$ cat src/rtl/serial_frame_deframer_core_defines.svh
// ---------------------------------------------------------------------------
// serial_frame_deframer_core_defines
// Assertion macros shared by the deframer RTL; empty for synthesis.
// ---------------------------------------------------------------------------
`ifndef SERIAL_FRAME_DEFRAMER_CORE_DEFINES_SVH
`define SERIAL_FRAME_DEFRAMER_CORE_DEFINES_SVH

`ifndef SYNTHESIS
`define SFD_ASSERT(lbl, clk, rstn, prop, msg) \
	lbl: assert property (@(posedge clk) disable iff (!rstn) prop) else $error(msg);
`define SFD_ASSERT_ALWAYS(lbl, clk, prop, msg) \
	lbl: assert property (@(posedge clk) prop) else $error(msg);
`else
`define SFD_ASSERT(lbl, clk, rstn, prop, msg)
`define SFD_ASSERT_ALWAYS(lbl, clk, prop, msg)
`endif

`endif

$ cat src/rtl/sfd_pkg.sv
// ---------------------------------------------------------------------------
// sfd_pkg
// Constants, status codes and inter-module types of the frame deframer.
// ---------------------------------------------------------------------------
package sfd_pkg;

	localparam int unsigned BUF_DEPTH_DEF = 32;

	localparam logic [7:0] ESC_BYTE  = 8'hFF;
	localparam logic [7:0] HEAD_BYTE = 8'hFA;
	localparam logic [7:0] TAIL_BYTE = 8'hFB;
	localparam logic [7:0] TLM_CLASS = 8'h16;
	localparam logic [7:0] TLM_ID    = 8'h02;
	localparam logic [7:0] TLM_LEN   = 8'h17;

	// payload bytes 0..21 are the only ones ever decoded
	localparam int unsigned NUM_CAP = 22;

	localparam int unsigned RES_BITS = 3 + 3 * 8 + 5 * 32;
	localparam int unsigned TDATA_W  = ((RES_BITS + 7) / 8) * 8;

	typedef enum logic [2:0] {
		ST_TLM     = 3'd0,
		ST_OTHER   = 3'd1,
		ST_BAD_LEN = 3'd2,
		ST_BAD_SUM = 3'd3,
		ST_OVF     = 3'd4
	} status_t;

	typedef struct packed {
		logic                      fire;
		logic                      ovf;
		logic [7:0]                count;
		logic [7:0]                xsum;
		logic [NUM_CAP-1:0][7:0]   cap;
	} frame_info_t;

endpackage

$ cat src/rtl/sfd_parser.sv
// ---------------------------------------------------------------------------
// sfd_parser
// Input register, unstuffing state machine, length/XOR tracking and
// capture of the leading payload bytes.
// ---------------------------------------------------------------------------
module sfd_parser #(
	parameter int unsigned BUF_DEPTH = sfd_pkg::BUF_DEPTH_DEF
) (
	input  logic                clk,
	input  logic                arst_n,
	input  logic [7:0]          s_tdata,   // rx_byte
	input  logic                s_tvalid,
	output logic                s_tready,
	input  logic                out_free,
	output sfd_pkg::frame_info_t info
);
	import sfd_pkg::*;

	`include "serial_frame_deframer_core_defines.svh"

	typedef enum logic [1:0] {
		PS_HUNT,
		PS_HUNT_ESC,
		PS_DATA,
		PS_DATA_ESC
	} pstate_t;

	localparam logic [8:0] DEPTH9 = 9'(BUF_DEPTH);

	logic                    valid_s1;
	logic [7:0]              byte_s1;
	pstate_t                 state_q;
	logic [7:0]              count_q;
	logic [7:0]              xor_q;
	logic                    ovf_q;
	logic [NUM_CAP-1:0][7:0] cap_q;

	logic tail_byte;
	logic adv;
	logic take;
	logic full;

	assign tail_byte = (state_q == PS_DATA_ESC) && (byte_s1 == TAIL_BYTE);
	assign adv       = valid_s1 && (!tail_byte || out_free);
	assign s_tready  = !valid_s1 || adv;
	assign take      = adv && (((state_q == PS_DATA) && (byte_s1 != ESC_BYTE)) ||
	                           ((state_q == PS_DATA_ESC) && (byte_s1 == ESC_BYTE)));
	assign full      = ovf_q || (9'(count_q) >= DEPTH9) || (count_q == 8'hFF);

	always_ff @(posedge clk or negedge arst_n) begin
		if (!arst_n) begin
			valid_s1 <= 1'b0;
		end else if (s_tready) begin
			valid_s1 <= s_tvalid;
		end
	end

	always_ff @(posedge clk) begin
		if (s_tvalid && s_tready) begin
			byte_s1 <= s_tdata;
		end
	end

	always_ff @(posedge clk or negedge arst_n) begin
		if (!arst_n) begin
			state_q <= PS_HUNT;
			count_q <= 8'd0;
			xor_q   <= 8'd0;
			ovf_q   <= 1'b0;
		end else if (adv) begin
			case (state_q)
				PS_HUNT: begin
					if (byte_s1 == ESC_BYTE) begin
						state_q <= PS_HUNT_ESC;
					end
				end
				PS_HUNT_ESC: begin
					if (byte_s1 == HEAD_BYTE) begin
						state_q <= PS_DATA;
						count_q <= 8'd0;
						xor_q   <= 8'd0;
						ovf_q   <= 1'b0;
					end else begin
						state_q <= PS_HUNT;
					end
				end
				PS_DATA: begin
					if (byte_s1 == ESC_BYTE) begin
						state_q <= PS_DATA_ESC;
					end
				end
				PS_DATA_ESC: begin
					if (byte_s1 == ESC_BYTE) begin
						state_q <= PS_DATA;
					end else if (byte_s1 == TAIL_BYTE) begin
						state_q <= PS_HUNT;
						count_q <= 8'd0;
						xor_q   <= 8'd0;
						ovf_q   <= 1'b0;
					end else begin
						state_q <= PS_HUNT;
					end
				end
				default: begin
					state_q <= PS_HUNT;
				end
			endcase
			if (take) begin
				if (full) begin
					ovf_q <= 1'b1;
				end else begin
					count_q <= count_q + 8'd1;
					xor_q   <= xor_q ^ byte_s1;
				end
			end
		end
	end

	always_ff @(posedge clk) begin
		for (int i = 0; i < NUM_CAP; i++) begin
			if (take && !full && (count_q == 8'(i))) begin
				cap_q[i] <= byte_s1;
			end
		end
	end

	always_comb begin
		info.fire  = adv && tail_byte;
		info.ovf   = ovf_q;
		info.count = count_q;
		info.xsum  = xor_q;
		info.cap   = cap_q;
	end

	`SFD_ASSERT(a_count_bound, clk, arst_n, 9'(count_q) <= DEPTH9, "payload count past depth")
	`SFD_ASSERT(a_tail_clears, clk, arst_n, info.fire |=> (count_q == 8'd0) && !ovf_q, "tail did not restart frame")
	`SFD_ASSERT(a_empty_xor, clk, arst_n, (count_q == 8'd0) |-> (xor_q == 8'd0), "XOR set with no payload")

endmodule

$ cat src/rtl/sfd_result.sv
// ---------------------------------------------------------------------------
// sfd_result
// Frame checks, telemetry decode and the output result register.
// ---------------------------------------------------------------------------
module sfd_result (
	input  logic                        clk,
	input  logic                        arst_n,
	input  sfd_pkg::frame_info_t        info,
	output logic                        out_free,
	output logic                        m_tvalid,
	input  logic                        m_tready,
	// status, frame_length, frame_class, cmd_id, serial_number, left_speed,
	// left_distance, right_speed, right_distance, zero pad
	output logic [sfd_pkg::TDATA_W-1:0] m_tdata
);
	import sfd_pkg::*;

	`include "serial_frame_deframer_core_defines.svh"

	status_t     status_c;
	logic [7:0]  class_c;
	logic [7:0]  id_c;
	logic [31:0] sn_c;
	logic [31:0] ls_c;
	logic [31:0] ld_c;
	logic [31:0] rs_c;
	logic [31:0] rd_c;
	logic [31:0] ld_raw;
	logic [31:0] rd_raw;

	logic        valid_q;
	status_t     status_q;
	logic [7:0]  len_q;
	logic [7:0]  class_q;
	logic [7:0]  id_q;
	logic [31:0] sn_q;
	logic [31:0] ls_q;
	logic [31:0] ld_q;
	logic [31:0] rs_q;
	logic [31:0] rd_q;

	assign out_free = !valid_q || m_tready;

	always_comb begin
		class_c = (info.count >= 8'd1) ? info.cap[0] : 8'd0;
		id_c    = (info.count >= 8'd2) ? info.cap[1] : 8'd0;

		if (info.ovf) begin
			status_c = ST_OVF;
		end else if ((info.count == 8'd0) || (info.cap[0] != info.count - 8'd1)) begin
			status_c = ST_BAD_LEN;
		end else if (info.xsum != 8'd0) begin
			status_c = ST_BAD_SUM;
		end else if ((info.count >= 8'd2) && (info.cap[0] == TLM_CLASS) &&
		             (info.cap[1] == TLM_ID)) begin
			status_c = ST_TLM;
		end else begin
			status_c = ST_OTHER;
		end

		ld_raw = {info.cap[10], info.cap[11], info.cap[12], info.cap[13]};
		rd_raw = {info.cap[18], info.cap[19], info.cap[20], info.cap[21]};
		sn_c   = {info.cap[2], info.cap[3], info.cap[4], info.cap[5]};
		ls_c   = {info.cap[6], info.cap[7], info.cap[8], info.cap[9]};
		rs_c   = {info.cap[14], info.cap[15], info.cap[16], info.cap[17]};
		ld_c   = ls_c[31] ? (~ld_raw + 32'd1) : ld_raw;
		rd_c   = rs_c[31] ? (~rd_raw + 32'd1) : rd_raw;

		if (status_c != ST_TLM) begin
			sn_c = 32'd0;
			ls_c = 32'd0;
			ld_c = 32'd0;
			rs_c = 32'd0;
			rd_c = 32'd0;
		end
	end

	always_ff @(posedge clk or negedge arst_n) begin
		if (!arst_n) begin
			valid_q <= 1'b0;
		end else if (info.fire) begin
			valid_q <= 1'b1;
		end else if (m_tready) begin
			valid_q <= 1'b0;
		end
	end

	always_ff @(posedge clk) begin
		if (info.fire) begin
			status_q <= status_c;
			len_q    <= info.count;
			class_q  <= class_c;
			id_q     <= id_c;
			sn_q     <= sn_c;
			ls_q     <= ls_c;
			ld_q     <= ld_c;
			rs_q     <= rs_c;
			rd_q     <= rd_c;
		end
	end

	assign m_tvalid = valid_q;
	assign m_tdata  = {(TDATA_W - RES_BITS)'(0), rd_q, rs_q, ld_q, ls_q, sn_q,
	                   id_q, class_q, len_q, status_q};

	`SFD_ASSERT(a_fields_zero, clk, arst_n, valid_q && (status_q != ST_TLM) |-> (sn_q == 32'd0) && (ls_q == 32'd0) && (ld_q == 32'd0) && (rs_q == 32'd0) && (rd_q == 32'd0), "decode fields set on non-telemetry frame")
	`SFD_ASSERT(a_tlm_shape, clk, arst_n, valid_q && (status_q == ST_TLM) |-> (class_q == TLM_CLASS) && (id_q == TLM_ID) && (len_q == TLM_LEN), "telemetry with wrong header")
	`SFD_ASSERT(a_empty_frame, clk, arst_n, valid_q && (len_q == 8'd0) |-> (class_q == 8'd0) && ((status_q == ST_BAD_LEN) || (status_q == ST_OVF)), "empty frame reported wrongly")

endmodule

$ cat src/rtl/serial_frame_deframer_core.sv
// ---------------------------------------------------------------------------
// serial_frame_deframer_core
// Byte-stuffed serial frame receiver with length and XOR checks.
// ---------------------------------------------------------------------------
// A tail byte passes the input register; its result is then registered onto m_tvalid.
// Throughput: one byte per cycle; a tail byte waits in the input register only while
// the result register holds an untaken result.
// Reset: arst_n clears the parser to hunting and empties both registers; captured
// payload bytes are not reset.
module serial_frame_deframer_core #(
	parameter int unsigned BUF_DEPTH = sfd_pkg::BUF_DEPTH_DEF
) (
	input  logic                        clk,
	input  logic                        arst_n,
	input  logic [7:0]                  s_tdata,   // rx_byte
	input  logic                        s_tvalid,
	output logic                        s_tready,
	// status, frame_length, frame_class, cmd_id, serial_number, left_speed,
	// left_distance, right_speed, right_distance, zero pad
	output logic [sfd_pkg::TDATA_W-1:0] m_tdata,
	output logic                        m_tvalid,
	input  logic                        m_tready
);
	import sfd_pkg::*;

	frame_info_t info;
	logic        out_free;

	sfd_parser #(
		.BUF_DEPTH (BUF_DEPTH)
	) u_parser (
		.clk      (clk),
		.arst_n   (arst_n),
		.s_tdata  (s_tdata),
		.s_tvalid (s_tvalid),
		.s_tready (s_tready),
		.out_free (out_free),
		.info     (info)
	);

	sfd_result u_result (
		.clk      (clk),
		.arst_n   (arst_n),
		.info     (info),
		.out_free (out_free),
		.m_tvalid (m_tvalid),
		.m_tready (m_tready),
		.m_tdata  (m_tdata)
	);

endmodule
$ cat config.mk
export PLATFORM = sky130hd
export DESIGN_NAME = serial_frame_deframer_core
export DESIGN_NICKNAME = d
export VERILOG_FILES = /design/src/rtl/sfd_pkg.sv /design/src/rtl/sfd_parser.sv /design/src/rtl/sfd_result.sv /design/src/rtl/serial_frame_deframer_core.sv
export VERILOG_INCLUDE_DIRS = /design/src /design/src/rtl
export SDC_FILE = /design/constraint.sdc
export NUM_CORES = 1
export LEC_CHECK = 0
export BUFFER_PORTS_ARGS = -buffer_cell sky130_fd_sc_hd__buf_2
export CORE_MARGIN = 5
export CORE_UTILIZATION = 57
export CTS_CLUSTER_SIZE = 8
export DETAILED_ROUTE_END_ITERATION = 10
export PLACE_DENSITY = 0.81
export RECOVER_POWER = 25
export SYNTH_ARGS = -nofsm -noshare
export SYNTH_HDL_FRONTEND = slang
export SYNTH_SLANG_ARGS = --single-unit
$ cat constraint.sdc
create_clock -name clk -period 18.7 [get_ports clk]
set_input_delay 3.74 -clock clk [delete_from_list [all_inputs] [get_ports clk]]
set_output_delay 3.74 -clock clk [all_outputs]
set_load 0.03 [all_outputs]
After elaboration in Yosys (flattened, before gate mapping)
Index checks and enable logic that the tools add are counted.

storage, ports and cells
  logic and storage cells = 162
  output and inout bits = 194
  register bits = 392

cells by class
  equality and inequality tests = 34
  order comparisons = 3
  reductions and logical operators = 49
  muxes and demuxes = 31
  bitwise logic cells = 3
  add/sub/neg operators = 4

operators with widths
  operator                 count
  $mux W8                  10
  $add A32 B1 Y32 const B  2
  $eq A8 B4 Y1 const B     8
  $mux W32                 2
  $not A32 Y32             2
  $eq A8 B5 Y1 const B     7
  $eq A8 B3 Y1 const B     4
  $eq A8 B8 Y1 const B     4
  $logic_and A1 B1 Y1      32
  $pmux W8 S2              2
  $eq A8 B2 Y1 const B     3
  $mux W3                  3
  $add A8 B1 Y8 const B    1
  $eq A8 B1 Y1 const B     1
  $ge A8 B1 Y1 const B     1
  $ge A8 B2 Y1 const B     1
  $ge A8 B6 Y1 const B     1
  $logic_not A8 Y1         1
  $mux W1                  8
  $mux W2                  4
  $ne A8 B8 Y1             1
  $ne A8 B8 Y1 const B     1
  $pmux W2 S4              1
  $reduce_bool A8 Y1       1
  other kinds (13)         23

Depth between registers and ports, before layout
Gate-level depths: netlist (run 1).

  depth after elaboration = 8
  mapped depth = 11
  gate-level depth less buffers = 8

Hierarchy
From an unflattened synthesis (run 1), not the netlist that was laid out.

unflattened totals
  cells, all modules = 1087
  area, all modules = 16266.9 um^2

by module, submodules not included
  module      seq. area each (um^2)  instances  area an instance (um^2)  cells an instance
  sfd_result  5640.4                 1          9406.5                   755
  sfd_parser  6025.8                 1          6860.3                   332

Worst setup path after synthesis (run 1)
OpenSTA, ideal clock, no wires.

  path type = input port to flip-flop
  from = in m_tready
  to = reg u_result.valid_q (netlist: u_result.m_tvalid)
  arrival time = 17.809 ns
  stages = 5
  required time = 18.553 ns
  path slack = 0.744 ns
  cell sequence = nor2b_1 > nand3_1 > o21ai_0 > nor3_1 > or2_2

RTL lines
  item                    RTL line                          source
  start: declaration      serial_frame_deframer_core.sv:22  input logic m_tready
  end signal: assignment  sfd_result.sv:80                  valid_q <= 1'b0;
  end signal: assignment  sfd_result.sv:82                  valid_q <= 1'b1;
  end signal: assignment  sfd_result.sv:84                  valid_q <= 1'b0;
  end: declaration        sfd_result.sv:31                  logic valid_q;

Worst setup path in the final report (run 1)
  from = in m_tready
  to = out s_tready

on the way
  cells in the longest elaborated chain, start to end = 4

ends and longest elaborated chain
  item                 RTL line                          source
  $logic_or A1 B1 Y1   sfd_result.sv:42                  assign out_free = !valid_q || m_tready;
  $logic_or A1 B1 Y1   sfd_parser.sv:44                  assign adv = valid_s1 && (!tail_byte || out_free);
  $logic_and A1 B1 Y1  sfd_parser.sv:44
  $logic_or A1 B1 Y1   sfd_parser.sv:45                  assign s_tready = !valid_s1 || adv;
  end: declaration     serial_frame_deframer_core.sv:17  output logic s_tready,

Every way passes these cells.

==> metrics.csv, run 1 <==
stage,metric,value,unit
status,status,"finished, violations left",
status,failing checks,"max-capacitance violations, max-slew violations",
floorplan,IO Count,206,
timing,Max Freq,119.5,MHz
finish,nets,1211,
timing,worst slew pin tran,3.092,ns
yosys,synthesized cell area,15190,um^2
timing,Fin. Hold Viols,0,
floorplan,Die Span Y,173.3,um
clock_tree,H-tree levels,2,
worst_setup_path,WS Path Type,input port to output port,
routing,DR iter-0 viols,688,
yosys,register area share after synthesis,76.79,%
grt,initial antenna violation count,0,
placed_design,placed cell area,16470,um^2
pwr,Pwr per Cell Area,109.9,nW/um^2
pwr,Power Total,0.001964,W
grt,pin count of the biggest net entering global routing,97,
finish,Post-Layout Cell Count,1540,
floorplan,Die Wd,173.3,um
timing,clock skew,0.01266,ns
yosys,post-synth top area share,73.33,%
finish,Finished Core Util,68.37,%
finish,"Area growth, synth to finish",17.61,%
floorplan,Die ar.,30020,um^2
clock_tree,clock-pin slew on the worst setup and hold paths,0.05,ns
yosys,Main synth FF type,edfxtp_1,
worst_setup_path,critical path peak fanout,3,
clock_tree,Skew-Pair Late Insertion Delay,0.55,ns
grt,total grt overflow,0,
clock_tree,clock root cell,clkbuf_16,
placed_design,PortBufs,200,
yosys,ys async rst share,5.357,%
routing,post-route ant nets,0,
placed_design,post-DP HPWL,19330,um
run,max_cap viols,6,
clock_tree,Sink Count,392,
timing,setup total negative slack,0,ns
finish,Layout fillers,1738,
routing,DR vias/cell,5.588,
finish,diodes inserted,0,
grt,met1 usage,26.31,%
yosys,Area contributors post-synth,"edfxtp_1, and2_1, dfrtp_1, xor2_1, nor2_1",
yosys,cells after synthesis,956,
timing,unrepaired setup endpoints after global routing,no,
finish,post-route cell area,17870,um^2
grt,Top Usage Layer GRT,met2,
clock_tree,cts bufs inserted,54,
grt,met3 Use GR,4.166,%
grt,GR met2 Demand/Resource,33.95,%
pwr,Leak,5.879,nW
worst_setup_path,R2R Setup Slk,13.66,ns
worst_setup_path,Setup crit start kind,input port,
floorplan,initial core utilization,58.13,%
floorplan,FP Rows,59,
timing,min Tclk post-route,8.365,ns
grt,wire length of the first global-routing pass,48010,um
clock_tree,CTS tree,done,
yosys,leading area contributor after synthesis,edfxtp_1,
floorplan,core area,26130,um^2
timing,slew margin rel.,-106.1,%
yosys,yosys warns,0,
clock_tree,postcts setup bufs,0,
routing,Vias,8606,
worst_setup_path,critical path arrival,4.62,ns
yosys,Synth Register Bits,392,
pwr,Peak VDD IR,82.82,uV
clock_tree,PostCTS Resize Cnt,0,
routing,# DRC,0,
clock_tree,clock buffer depth,3,
grt,total global-route track usage,20.31,%
timing,fin. max-slew vios,231,
hold_path,class of the worst hold path,register to register,
worst_setup_path,Setup crit end kind,output port,
placed_design,gp weighted congestion,0.8324,
finish,ratio of cells with drive above 1 in the final layout,22.90,%
yosys,Post-synth EDFFs,371,
timing,Final Setup Violations,0,
grt,vias in the first global route,8639,
timing,period utilisation layout,44.73,%
worst_setup_path,required time of the critical path,14.96,ns
routing,drt first pass iters,7,
yosys,"Avg Cell Area, Syn",15.89,um^2
routing,Detailed Route WL,30810,um
yosys,Yosys cell types,57,
routing,post-DR wirelength/cell,20.00,um
placed_design,Inst Count DP,1471,
clock_tree,hold_buf cts,0,
-- report_power, final --
| group | total, W | internal [W] | switching (W) | leakage [nW] |
|---|---|---|---|---|
| registers | 0.00101 | 0.000985 | 0.0000294 | 3.29 |
| clock network | 0.000843 | 0.000516 | 0.000327 | 0.705 |
| logic | 0.000107 | 0.0000397 | 0.0000674 | 1.88 |
| total | 0.00196 | 0.00154 | 0.000424 | 5.88 |
-- per-layer routing --
layer  wire, um  up-vias
met2      15380      348
met3       2048       78
met1      12210     4227
met4       1166        0
met5          0        -
li1           -     3953
-- synth_stat cells, drive strengths merged, types with 6 or more instances --
| cell | instances |
|---|---|
| edfxtp | 371 |
| and2 | 116 |
| nor2 | 93 |
| xor2 | 59 |
| nand2 | 41 |
| o21ai | 26 |
| dfrtp | 21 |
| o31ai | 21 |
| buf | 20 |
| nand3 | 18 |
| clkbuf | 15 |
| nand2b | 15 |
| nor3 | 15 |
| xnor2 | 13 |
| or3 | 10 |
| inv | 9 |
| a21oi | 8 |
| nor4 | 8 |
| ha | 7 |
| a21o | 6 |
| and3 | 6 |
| o41ai | 6 |
| or2 | 6 |
-- area by class of cell --
type,count,area (um^2),share of cell area (%)
inverters,9,33.78,0.1891
multi-input cells,524,3232,18.09
flip-flops and latches,392,11670,65.29
well taps,335,419.2,2.346
clock inverters,3,58.81,0.3291
repair buffers,211,1061,5.938
clock buffers,66,1396,7.815
-- flip-flops by register name, summed over array words and instances, names as in the netlist --
name / count
u_parser.byte_s1: 8
u_parser.count_q: 8
u_parser.info: 176
u_parser.ovf_q: 1
u_parser.state_q: 2
u_parser.valid_s1: 1
u_parser.xor_q: 8
u_result.class_q: 8
u_result.id_q: 8
u_result.ld_q: 32
u_result.len_q: 8
u_result.ls_q: 32
u_result.m_tvalid: 1
u_result.rd_q: 32
u_result.rs_q: 32
u_result.sn_q: 32
u_result.status_q: 3
-- logic make-up after synthesis --
group | after synthesis | synth area share, %
flip-flops | 392 | 76.79
AND/OR/NAND/NOR | 358 | 12.89
AO/OA/AOI/OAI | 77 | 3.377
XOR/XNOR | 72 | 4.200
buffers and inverters | 44 | 1.812
adder cells (fa/ha/maj) | 7 | 0.5765
multiplexers | 5 | 0.3294
other | 1 | 0.02468
-- final timing paths --
kind / start / to / depth (start not counted)
setup reg to reg: u_parser.count_q[4]$_DFFE_PN0P_ / u_result.rs_q[29]$_SDFFCE_PP0P_ / 7
hold reg to reg: u_parser.xor_q[3]$_DFFE_PN0P_ / u_parser.xor_q[3]$_DFFE_PN0P_ / 1
setup / recovery: m_tready / s_tready / 6
max in group asynchronous: arst_n / u_parser.count_q[2]$_DFFE_PN0P_ / 1
min in group asynchronous: arst_n / u_parser.ovf_q$_DFFE_PN0P_ / 1
hold / removal: u_parser.xor_q[3]$_DFFE_PN0P_ / u_parser.xor_q[3]$_DFFE_PN0P_ / 1
-- placed cells by master, fill, tap and decap left out, drive strengths merged, types with 4 or more instances in the layout --
| master | n |
|---|---|
| a21o | 6 |
| a21oi | 8 |
| and2 | 116 |
| and3 | 6 |
| and4 | 5 |
| buf | 205 |
| clkbuf | 72 |
| conb | 5 |
| dfrtp | 21 |
| edfxtp | 371 |
| ha | 7 |
| inv | 11 |
| mux2i | 5 |
| nand2 | 41 |
| nand2b | 15 |
| nand3 | 18 |
| nand4 | 5 |
| nor2 | 93 |
| nor2b | 5 |
| nor3 | 15 |
| nor4 | 8 |
| nor4b | 4 |
| o21ai | 26 |
| o31ai | 21 |
| o41ai | 6 |
| or2 | 6 |
| or3 | 10 |
| or4 | 5 |
| xnor2 | 13 |
| xor2 | 59 |
-- through the flow --
stage	hold slack, ns	setup WS (ns)
final	0.4821	10.34
after global routing	0.5214	10.21
after CTS	0.4891	10.38
after detailed placement	0.4835	10.39
after global placement	0.4617	10.39
after floorplan	0.4397	0.7442
-- worst max-delay path, cell delays in order --
cell and delay, ns:
buf_2 0.09, nor2b_1 0.16, nand3_1 0.14, nor2_1 0.26
inv_1 0.06, buf_2 0.17
(Power assumes the default switching activity.)
==> run 2, diff against run 1 <==
--- a/config.mk
+++ b/config.mk
@@ -6,12 +6,13 @@
 export SDC_FILE = /design/constraint.sdc
 export NUM_CORES = 1
 export LEC_CHECK = 0
+export ABC_AREA = 1
 export BUFFER_PORTS_ARGS = -buffer_cell sky130_fd_sc_hd__buf_2
 export CORE_MARGIN = 5
-export CORE_UTILIZATION = 57
+export CORE_UTILIZATION = 52
 export CTS_CLUSTER_SIZE = 8
 export DETAILED_ROUTE_END_ITERATION = 10
-export PLACE_DENSITY = 0.81
+export PLACE_DENSITY = 0.78
 export RECOVER_POWER = 25
 export SYNTH_ARGS = -nofsm -noshare
 export SYNTH_HDL_FRONTEND = slang
==> constraint.sdc (replaced) <==
create_clock -name clk -period 7.1 [get_ports clk]
set_input_delay 1.42 -clock clk [delete_from_list [all_inputs] [get_ports clk]]
set_output_delay 1.42 -clock clk [all_outputs]
set_load 0.03 [all_outputs]
==> run 2 against run 1 <==
The run still ends with max-capacitance violations, max-slew violations left. Cell area up 6.8%. Total power increased to 2.5 times the previous value. Synthesized area is 7.3% higher. Largest power group unchanged.
==> metrics.csv, run 2 <==
stage,metric,value,unit,change
status,status,"finished, violations left",,
status,failing checks,"max-capacitance violations, max-slew violations",,
worst_setup_path,CP cell instances,"clkbuf_1, nand2_1, nor3_1, nand2_1, nand2_1, nand2_1, nor2_1, nand2_1, inv_1, nand2_1, nor3_1",,
routing,Vias,9925,,+15%
finish,ratio of cells with drive above 1 in the final layout,21.98,%,-0.93 points
placed_design,Inst Count DP,1853,,+26%
routing,post-DR wirelength/cell,17.93,um,-10%
worst_setup_path,max incr delay on CP,1.23,ns,+0.97 ns
grt,total grt overflow,0,,unchanged
worst_setup_path,worst reg2reg endpoint,u_parser.info[26]$_DFFE_PP_,,
yosys,Post-synth EDFFs,371,,unchanged
hold_path,hold_sp,u_parser.state_q[0]$_DFFE_PN0P_,,
clock_tree,clock root cell,clkbuf_16,,
routing,DR iter-0 viols,945,,+37%
finish,nets,1532,,+27%
yosys,Post-Synth Adder-Cell Area,0.5375,%,-0.039 points
worst_setup_path,Buffers & Inverters on Critical Path,2,,-1
clock_tree,Skew-Pair Late Insertion Delay,0.57,ns,+0.02 ns
yosys,most frequent cell after synthesis,edfxtp_1,,
routing,# DRC,0,,unchanged
yosys,post-synth top area share,68.37,%,-5.0 points
timing,period utilisation layout,67.81,%,
routing,Detailed Route WL,34670,um,+13%
timing,worst slew pin tran,1.717,ns,-1.375 ns
yosys,Synth Area in Compound Gates,2.235,%,-1.1 points
yosys,XOR/XNOR share of the synthesized area,3.118,%,-1.1 points
grt,pin count of the biggest net entering global routing,155,,+60%
floorplan,Die Wd,187.0,um,+7.9%
timing,Max Freq,207.7,MHz,
yosys,Area contributors post-synth,"edfxtp_1, nor2_1, nor2_4, inv_1, nand2_1",,
clock_tree,hold_buf cts,0,,unchanged
timing,setup total negative slack,0,ns,unchanged
routing,DR vias/cell,5.132,,-8.2%
grt,initial antenna violation count,0,,unchanged
yosys,yosys warns,0,,unchanged
hold_path,hold endpoint,u_parser.state_q[0]$_DFFE_PN0P_,,
timing,Fin. Hold Viols,0,,unchanged
finish,diodes inserted,0,,unchanged
yosys,Yosys cell types,38,,-33%
worst_setup_path,required time of the critical path,7.28,ns,-7.68 ns
yosys,ys async rst share,5.357,%,unchanged
yosys,"Avg Cell Area, Syn",12.76,um^2,-20%
clock_tree,PostCTS Resize Cnt,0,,unchanged
worst_setup_path,R2R Setup Slk,2.29,ns,-11.37 ns
hold_path,hold path depth,1,,unchanged
floorplan,initial core utilization,52.99,%,-5.1 points
placed_design,PortBufs,200,,unchanged
run,max_cap viols,4,,-2
yosys,Main synth FF type,edfxtp_1,,
worst_setup_path,"Slowest-stage cell, CP",clkbuf_1,,
finish,"Area growth, synth to finish",17.08,%,
worst_setup_path,worst reg-to-reg path cell count,11,,+4
yosys,mux share of post-synthesis cell area,0,%,-0.33 points
yosys,leading area contributor after synthesis,edfxtp_1,,
routing,drt first pass iters,5,,-2
placed_design,gp weighted congestion,0.8877,,+6.6%
worst_setup_path,critical path arrival,4.99,ns,+0.37 ns
finish,"commonest non-fill, non-tap cell in the layout",edfxtp_1,,
finish,most frequent cells in the layout,"edfxtp_1, nor2_1, buf_2",,
grt,vias in the first global route,10134,,+17%
clock_tree,clock-pin slew on the worst setup and hold paths,0.05,ns,about the same
routing,post-route ant nets,0,,unchanged
pwr,Peak VDD IR,178.8,uV,+120%
hold_path,class of the worst hold path,register to register,,
finish,Finished Core Util,62.04,%,-6.3 points
yosys,Commonest cells post-synth,"edfxtp_1, nor2_1, inv_1",,
clock_tree,CTS tree,done,,
timing,fin. max-slew vios,106,,-54%
yosys,synthesized cell area,16290,um^2,+7.3%
floorplan,IO Count,206,,unchanged
yosys,cells after synthesis,1277,,+34%
finish,Post-Layout Cell Count,1934,,+26%
pwr,Pwr per Cell Area,258.9,nW/um^2,+140%
clock_tree,cts bufs inserted,54,,unchanged
floorplan,FP Rows,64,,+8.5%
worst_setup_path,CP dominant cell by count,nand2_1,,
worst_setup_path,critical path peak fanout,25,,+22
finish,number of flip-flops in the largest register,176,,unchanged
floorplan,Die ar.,34970,um^2,+17%
clock_tree,Sink Count,392,,unchanged
timing,slew margin rel.,-14.48,%,+92 points
pwr,Leak,8.090,nW,+38%
clock_tree,postcts setup bufs,0,,unchanged
timing,Final Setup Violations,0,,unchanged
yosys,Synth Register Bits,392,,unchanged
placed_design,post-DP HPWL,22930,um,+19%
timing,min Tclk post-route,4.815,ns,
timing,clock skew,0.01722,ns,+0.004565 ns
grt,wire length of the first global-routing pass,55060,um,+15%
floorplan,Die Span Y,187.0,um,+7.9%
worst_setup_path,reg-to-reg critical path startpoint,u_parser.byte_s1[1]$_DFFE_PP_,,
clock_tree,H-tree levels,2,,unchanged
timing,unrepaired setup endpoints after global routing,no,,
timing,hold_ws,0.5230,ns,+0.04089 ns
yosys,Synth Area in Simple Gates,16.50,%,+3.6 points
worst_setup_path,Setup crit start kind,register,,
worst_setup_path,Setup crit end kind,register,,
yosys,register area share after synthesis,71.60,%,-5.2 points
floorplan,core area,30750,um^2,+18%
pwr,Power Total,0.004939,W,+150%
clock_tree,clock buffer depth,3,,unchanged
grt,total global-route track usage,19.81,%,-0.50 points
worst_setup_path,WS Path Type,register to register,,
finish,Layout fillers,2277,,+31%
worst_setup_path,Worst path top cell family by delay,simple AND/OR/NAND/NOR gates,,
yosys,largest family of logic cells by synthesized area,simple AND/OR/NAND/NOR gates,,
-- run 2: cell count changes in the layout (fill, tap and decap cells not counted), sizes merged, moves of 27 or more --
cell and change:
nor2 +197, inv +171, nand2 +117, and2 -116, nand3 +30, xor2 -27
-- run 2: per-layer routing --
layer / vias to the layer above / part of all wire [%] / track usage [%]
li1: 4714 / - / -
met1: 4767 / 39 / 24.37
met2: 372 / 52 / 35.52
met3: 72 / 6.5 / 3.751
met4: 0 / 2.6 / 6.371
met5: - / 0 / 0
-- run 2: through the flow --
stage          setup WS [ns]  area [um^2]
2_1_floorplan        0.05008        16310
3_3_place_gp           2.902        17620
3_5_place_dp           2.755        17620
4_1_cts                2.924        19120
5_1_grt                1.912        19080
6_report               2.285        19080
-- run 2: cell families after synthesis --
kind of cell / count (synthesis)
XOR/XNOR: 58
AO/OA/AOI/OAI: 66
other: 1
AND/OR/NAND/NOR: 539
buffers and inverters: 214
flip-flops: 392
adder cells (fa/ha/maj): 7
-- run 2: layout make-up --
class	count	area, um^2	area share, %
well taps	396	495.5	2.597
clock buffers	78	1441	7.556
clock inverters	3	56.30	0.2951
repair buffers	209	1057	5.542
inverters	181	681.9	3.574
multi-input cells	675	3679	19.28
flip-flops and latches	392	11670	61.15
-- run 2: report_power, final --
part / total (W) / internal (W) / switching [W]
clock: 0.00227 / 0.00139 / 0.000889
sequential: 0.00258 / 0.00254 / 0.0000340
combinational: 0.0000873 / 0.0000251 / 0.0000622
-- run 2: worst max-delay path by stage --
stage / cells after the start / slack, ns / endpoint / start
2_1_floorplan: 4 / 0.05 / u_result.class_q[0]$_SDFFCE_PN0P_ / m_tready
3_3_place_gp: 9 / 2.90 / u_parser.info[60]$_DFFE_PP_ / m_tready
3_5_place_dp: 9 / 2.76 / u_parser.info[24]$_DFFE_PP_ / m_tready
4_1_cts: 10 / 2.92 / u_parser.info[26]$_DFFE_PP_ / u_parser.byte_s1[5]$_DFFE_PP_
5_1_grt: 11 / 1.91 / u_parser.info[24]$_DFFE_PP_ / u_parser.byte_s1[1]$_DFFE_PP_
6_report: 11 / 2.29 / u_parser.info[26]$_DFFE_PP_ / u_parser.byte_s1[1]$_DFFE_PP_
-- run 2: worst register-to-register path, delay by kind of cell (launching register included) --
family | cells | cell delay, ns
AND/OR/NAND/NOR | 9 | 2.49
flip-flops | 1 | 0.31
buffers and inverters | 2 | 1.61
==> run 3, diff against run 2 <==
--- a/config.mk
+++ b/config.mk
@@ -9,10 +9,10 @@
 export ABC_AREA = 1
 export BUFFER_PORTS_ARGS = -buffer_cell sky130_fd_sc_hd__buf_2
 export CORE_MARGIN = 5
-export CORE_UTILIZATION = 52
+export CORE_UTILIZATION = 58
 export CTS_CLUSTER_SIZE = 8
 export DETAILED_ROUTE_END_ITERATION = 10
-export PLACE_DENSITY = 0.78
+export PLACE_DENSITY = 0.82
 export RECOVER_POWER = 25
 export SYNTH_ARGS = -nofsm -noshare
 export SYNTH_HDL_FRONTEND = slang
==> constraint.sdc (replaced) <==
create_clock -name clk -period 4.9 [get_ports clk]
set_input_delay 0.98 -clock clk [delete_from_list [all_inputs] [get_ports clk]]
set_output_delay 0.98 -clock clk [all_outputs]
set_load 0.03 [all_outputs]
==> run 3 against run 2 <==
The flow now finishes without violations. Clock skew increased by 0.021 ns. Cell area increased by 0.71%. Total power increased by 46%. Critical path depth increased by 1. Critical endpoint is now u_parser.info[110]$_DFFE_PP_. Critical path type unchanged. First-iteration DRC count decreased by 3.2%. Worst hold slack improved by 0.011 ns. Sequential power increased by 44%. Non-clock buffer count increased by 11. Flip-flop and latch count unchanged. Via count increased by 2.4%. Global-route usage increased by 3.0 points. Core utilization increased by 7.1 points.
==> metrics.csv, run 3 (synthesis results as in run 2) <==
stage,metric,value,unit,change
clock_tree,postcts setup bufs,0,,unchanged
clock_tree,clock buffer depth,3,,unchanged
finish,Post-Layout Cell Count,1928,,-0.31%
placed_design,gp weighted congestion,0.9446,,+6.4%
timing,Max Freq,306.5,MHz,+48%
finish,most frequent cells in the layout,"edfxtp_1, nor2_1, buf_2",,
timing,Fin. Hold Viols,0,,unchanged
worst_setup_path,critical path arrival,3.44,ns,-1.55 ns
clock_tree,cts bufs inserted,55,,+1.9%
timing,min Tclk post-route,3.263,ns,-1.552 ns
floorplan,FP Rows,61,,-4.7%
worst_setup_path,Setup crit end kind,register,,
timing,unrepaired setup endpoints after global routing,no,,
timing,worst slew pin tran,1.220,ns,-0.4969 ns
clock_tree,PostCTS Resize Cnt,0,,unchanged
floorplan,IO Count,206,,unchanged
worst_setup_path,required time of the critical path,5.08,ns,-2.20 ns
clock_tree,CTS tree,done,,
grt,total global-route track usage,22.84,%,+3.0 points
worst_setup_path,max incr delay on CP,0.66,ns,-0.57 ns
pwr,Leak,8.189,nW,+1.2%
hold_path,class of the worst hold path,register to register,,
placed_design,dpl ws,1.494,ns,-1.262 ns
clock_tree,Skew-Pair Late Insertion Delay,0.58,ns,about the same
timing,setup total negative slack,0,ns,unchanged
routing,DR iter-0 viols,915,,-3.2%
timing,setup ws final,1.637,ns,-0.6483 ns
routing,Detailed Route WL,36180,um,+4.4%
routing,post-route ant nets,0,,unchanged
worst_setup_path,"Slowest-stage cell, CP",nor2_1,,
worst_setup_path,CP dominant cell by count,nand2_1,,
routing,# DRC,0,,unchanged
placed_design,Inst Count DP,1846,,-0.38%
placed_design,placed cell area,17720,um^2,+0.55%
timing,Final Setup Violations,0,,unchanged
clock_tree,clock-pin slew on the worst setup and hold paths,0.05,ns,about the same
grt,pin count of the biggest net entering global routing,64,,-59%
timing,slew margin rel.,18.65,%,+33 points
finish,"commonest non-fill, non-tap cell in the layout",edfxtp_1,,
floorplan,Die Span Y,177.6,um,-5.0%
clock_tree,hold_buf cts,0,,unchanged
pwr,Pwr per Cell Area,375.2,nW/um^2,+45%
finish,"Area growth, synth to finish",17.91,%,
grt,total grt overflow,0,,unchanged
pwr,Peak VDD IR,273.9,uV,+53%
clock_tree,Sink Count,392,,unchanged
grt,wire length of the first global-routing pass,55200,um,+0.26%
finish,post-route cell area,19210,um^2,+0.71%
grt,initial antenna violation count,0,,unchanged
routing,Vias,10168,,+2.4%
worst_setup_path,Setup crit start kind,register,,
grt,vias in the first global route,10066,,-0.67%
timing,fin. max-slew vios,0,,-100%
floorplan,initial core utilization,58.65,%,+5.7 points
routing,DR vias/cell,5.274,,+2.8%
worst_setup_path,CP cell instances,"buf_4, nand2_1, nor2_1, nand2_1, nand2_1, nand2_1, nor2_1, nand2_1, buf_4, inv_1, nand2_1, nor2_1",,
routing,drt first pass iters,6,,+1
finish,number of flip-flops in the largest register,176,,unchanged
timing,period utilisation layout,66.59,%,-1.2 points
finish,nets,1544,,+0.78%
finish,ratio of cells with drive above 1 in the final layout,22.97,%,+0.99 points
timing,clock skew,0.03848,ns,+0.02125 ns
finish,diodes inserted,0,,unchanged
floorplan,core area,27780,um^2,-9.7%
floorplan,Die ar.,31550,um^2,-9.8%
clock_tree,clock root cell,clkbuf_16,,
finish,Layout fillers,1864,,-18%
placed_design,PortBufs,200,,unchanged
floorplan,Die Wd,177.6,um,-5.0%
placed_design,post-DP HPWL,23740,um,+3.6%
run,max_cap viols,0,,-4
worst_setup_path,critical path peak fanout,24,,-4.0%
status,status,finished clean,,
worst_setup_path,WS Path Type,register to register,,
routing,post-DR wirelength/cell,18.77,um,+4.7%
clock_tree,H-tree levels,2,,unchanged
finish,Finished Core Util,69.15,%,+7.1 points
## run 3: cell types whose count changed in the layout (fill, tap and decap cells not counted), sizes merged
cell / previous run / this run
inv: 182 / 183
clkbuf: 87 / 80
clkinv: 2 / 3
buf: 200 / 217
## run 3: area by class of cell
cell class / instances / area (um^2) / area share, %
flip-flops and latches: 392 / 11670 / 60.72
multi-input cells: 675 / 3676 / 19.13
clock buffers: 77 / 1459 / 7.594
repair buffers: 220 / 1195 / 6.219
inverters: 181 / 681.9 / 3.549
well taps: 378 / 473.0 / 2.462
clock inverters: 5 / 61.31 / 0.3191
## run 3: final timing paths
kind / from / to / slack [ns] / cells after the start
hold / removal: u_parser.state_q[0]$_DFFE_PN0P_ / u_parser.state_q[0]$_DFFE_PN0P_ / 0.53 / 1
setup / recovery: u_parser.byte_s1[5]$_DFFE_PP_ / u_parser.info[110]$_DFFE_PP_ / 1.64 / 12
hold reg to reg: u_parser.state_q[0]$_DFFE_PN0P_ / u_parser.state_q[0]$_DFFE_PN0P_ / 0.53 / 1
min in group asynchronous: arst_n / u_parser.count_q[1]$_DFFE_PN0P_ / 0.64 / 1
setup reg to reg: u_parser.byte_s1[5]$_DFFE_PP_ / u_parser.info[110]$_DFFE_PP_ / 1.64 / 12
max in group asynchronous: arst_n / u_parser.ovf_q$_DFFE_PN0P_ / 3.52 / 1
## run 3: where the power goes
| part | total [W] | switching (W) | leakage, nW | internal (W) |
|---|---|---|---|---|
| clock | 0.00334 | 0.00130 | 0.734 | 0.00204 |
| combinational | 0.000156 | 0.000115 | 3.46 | 0.0000412 |
| sequential | 0.00371 | 0.0000273 | 4.00 | 0.00368 |
## run 3: layer usage
metal,GRT usage [%],part of all wire (%),up-vias
li1,-,-,4742
met1,29.42,38,4932
met2,40.37,52,424
met3,3.196,6.7,70
met4,7.283,2.8,0
met5,0,0,-
## run 3: metrics by stage
step	hold slack [ns]	power, W
2_1_floorplan	0.4473	0.003860
3_3_place_gp	0.5076	0.003918
3_5_place_dp	0.5201	0.003925
4_1_cts	0.3631	0.007236
5_1_grt	0.5456	0.007409
6_report	0.5340	0.007208
## run 3: worst max-delay path, delay by kind of cell, from the launching register on
| kind | cells | cell delay (ns) |
|---|---|---|
| buf+inv | 3 | 0.74 |
| flops | 1 | 0.32 |
| simple gates | 9 | 1.78 |
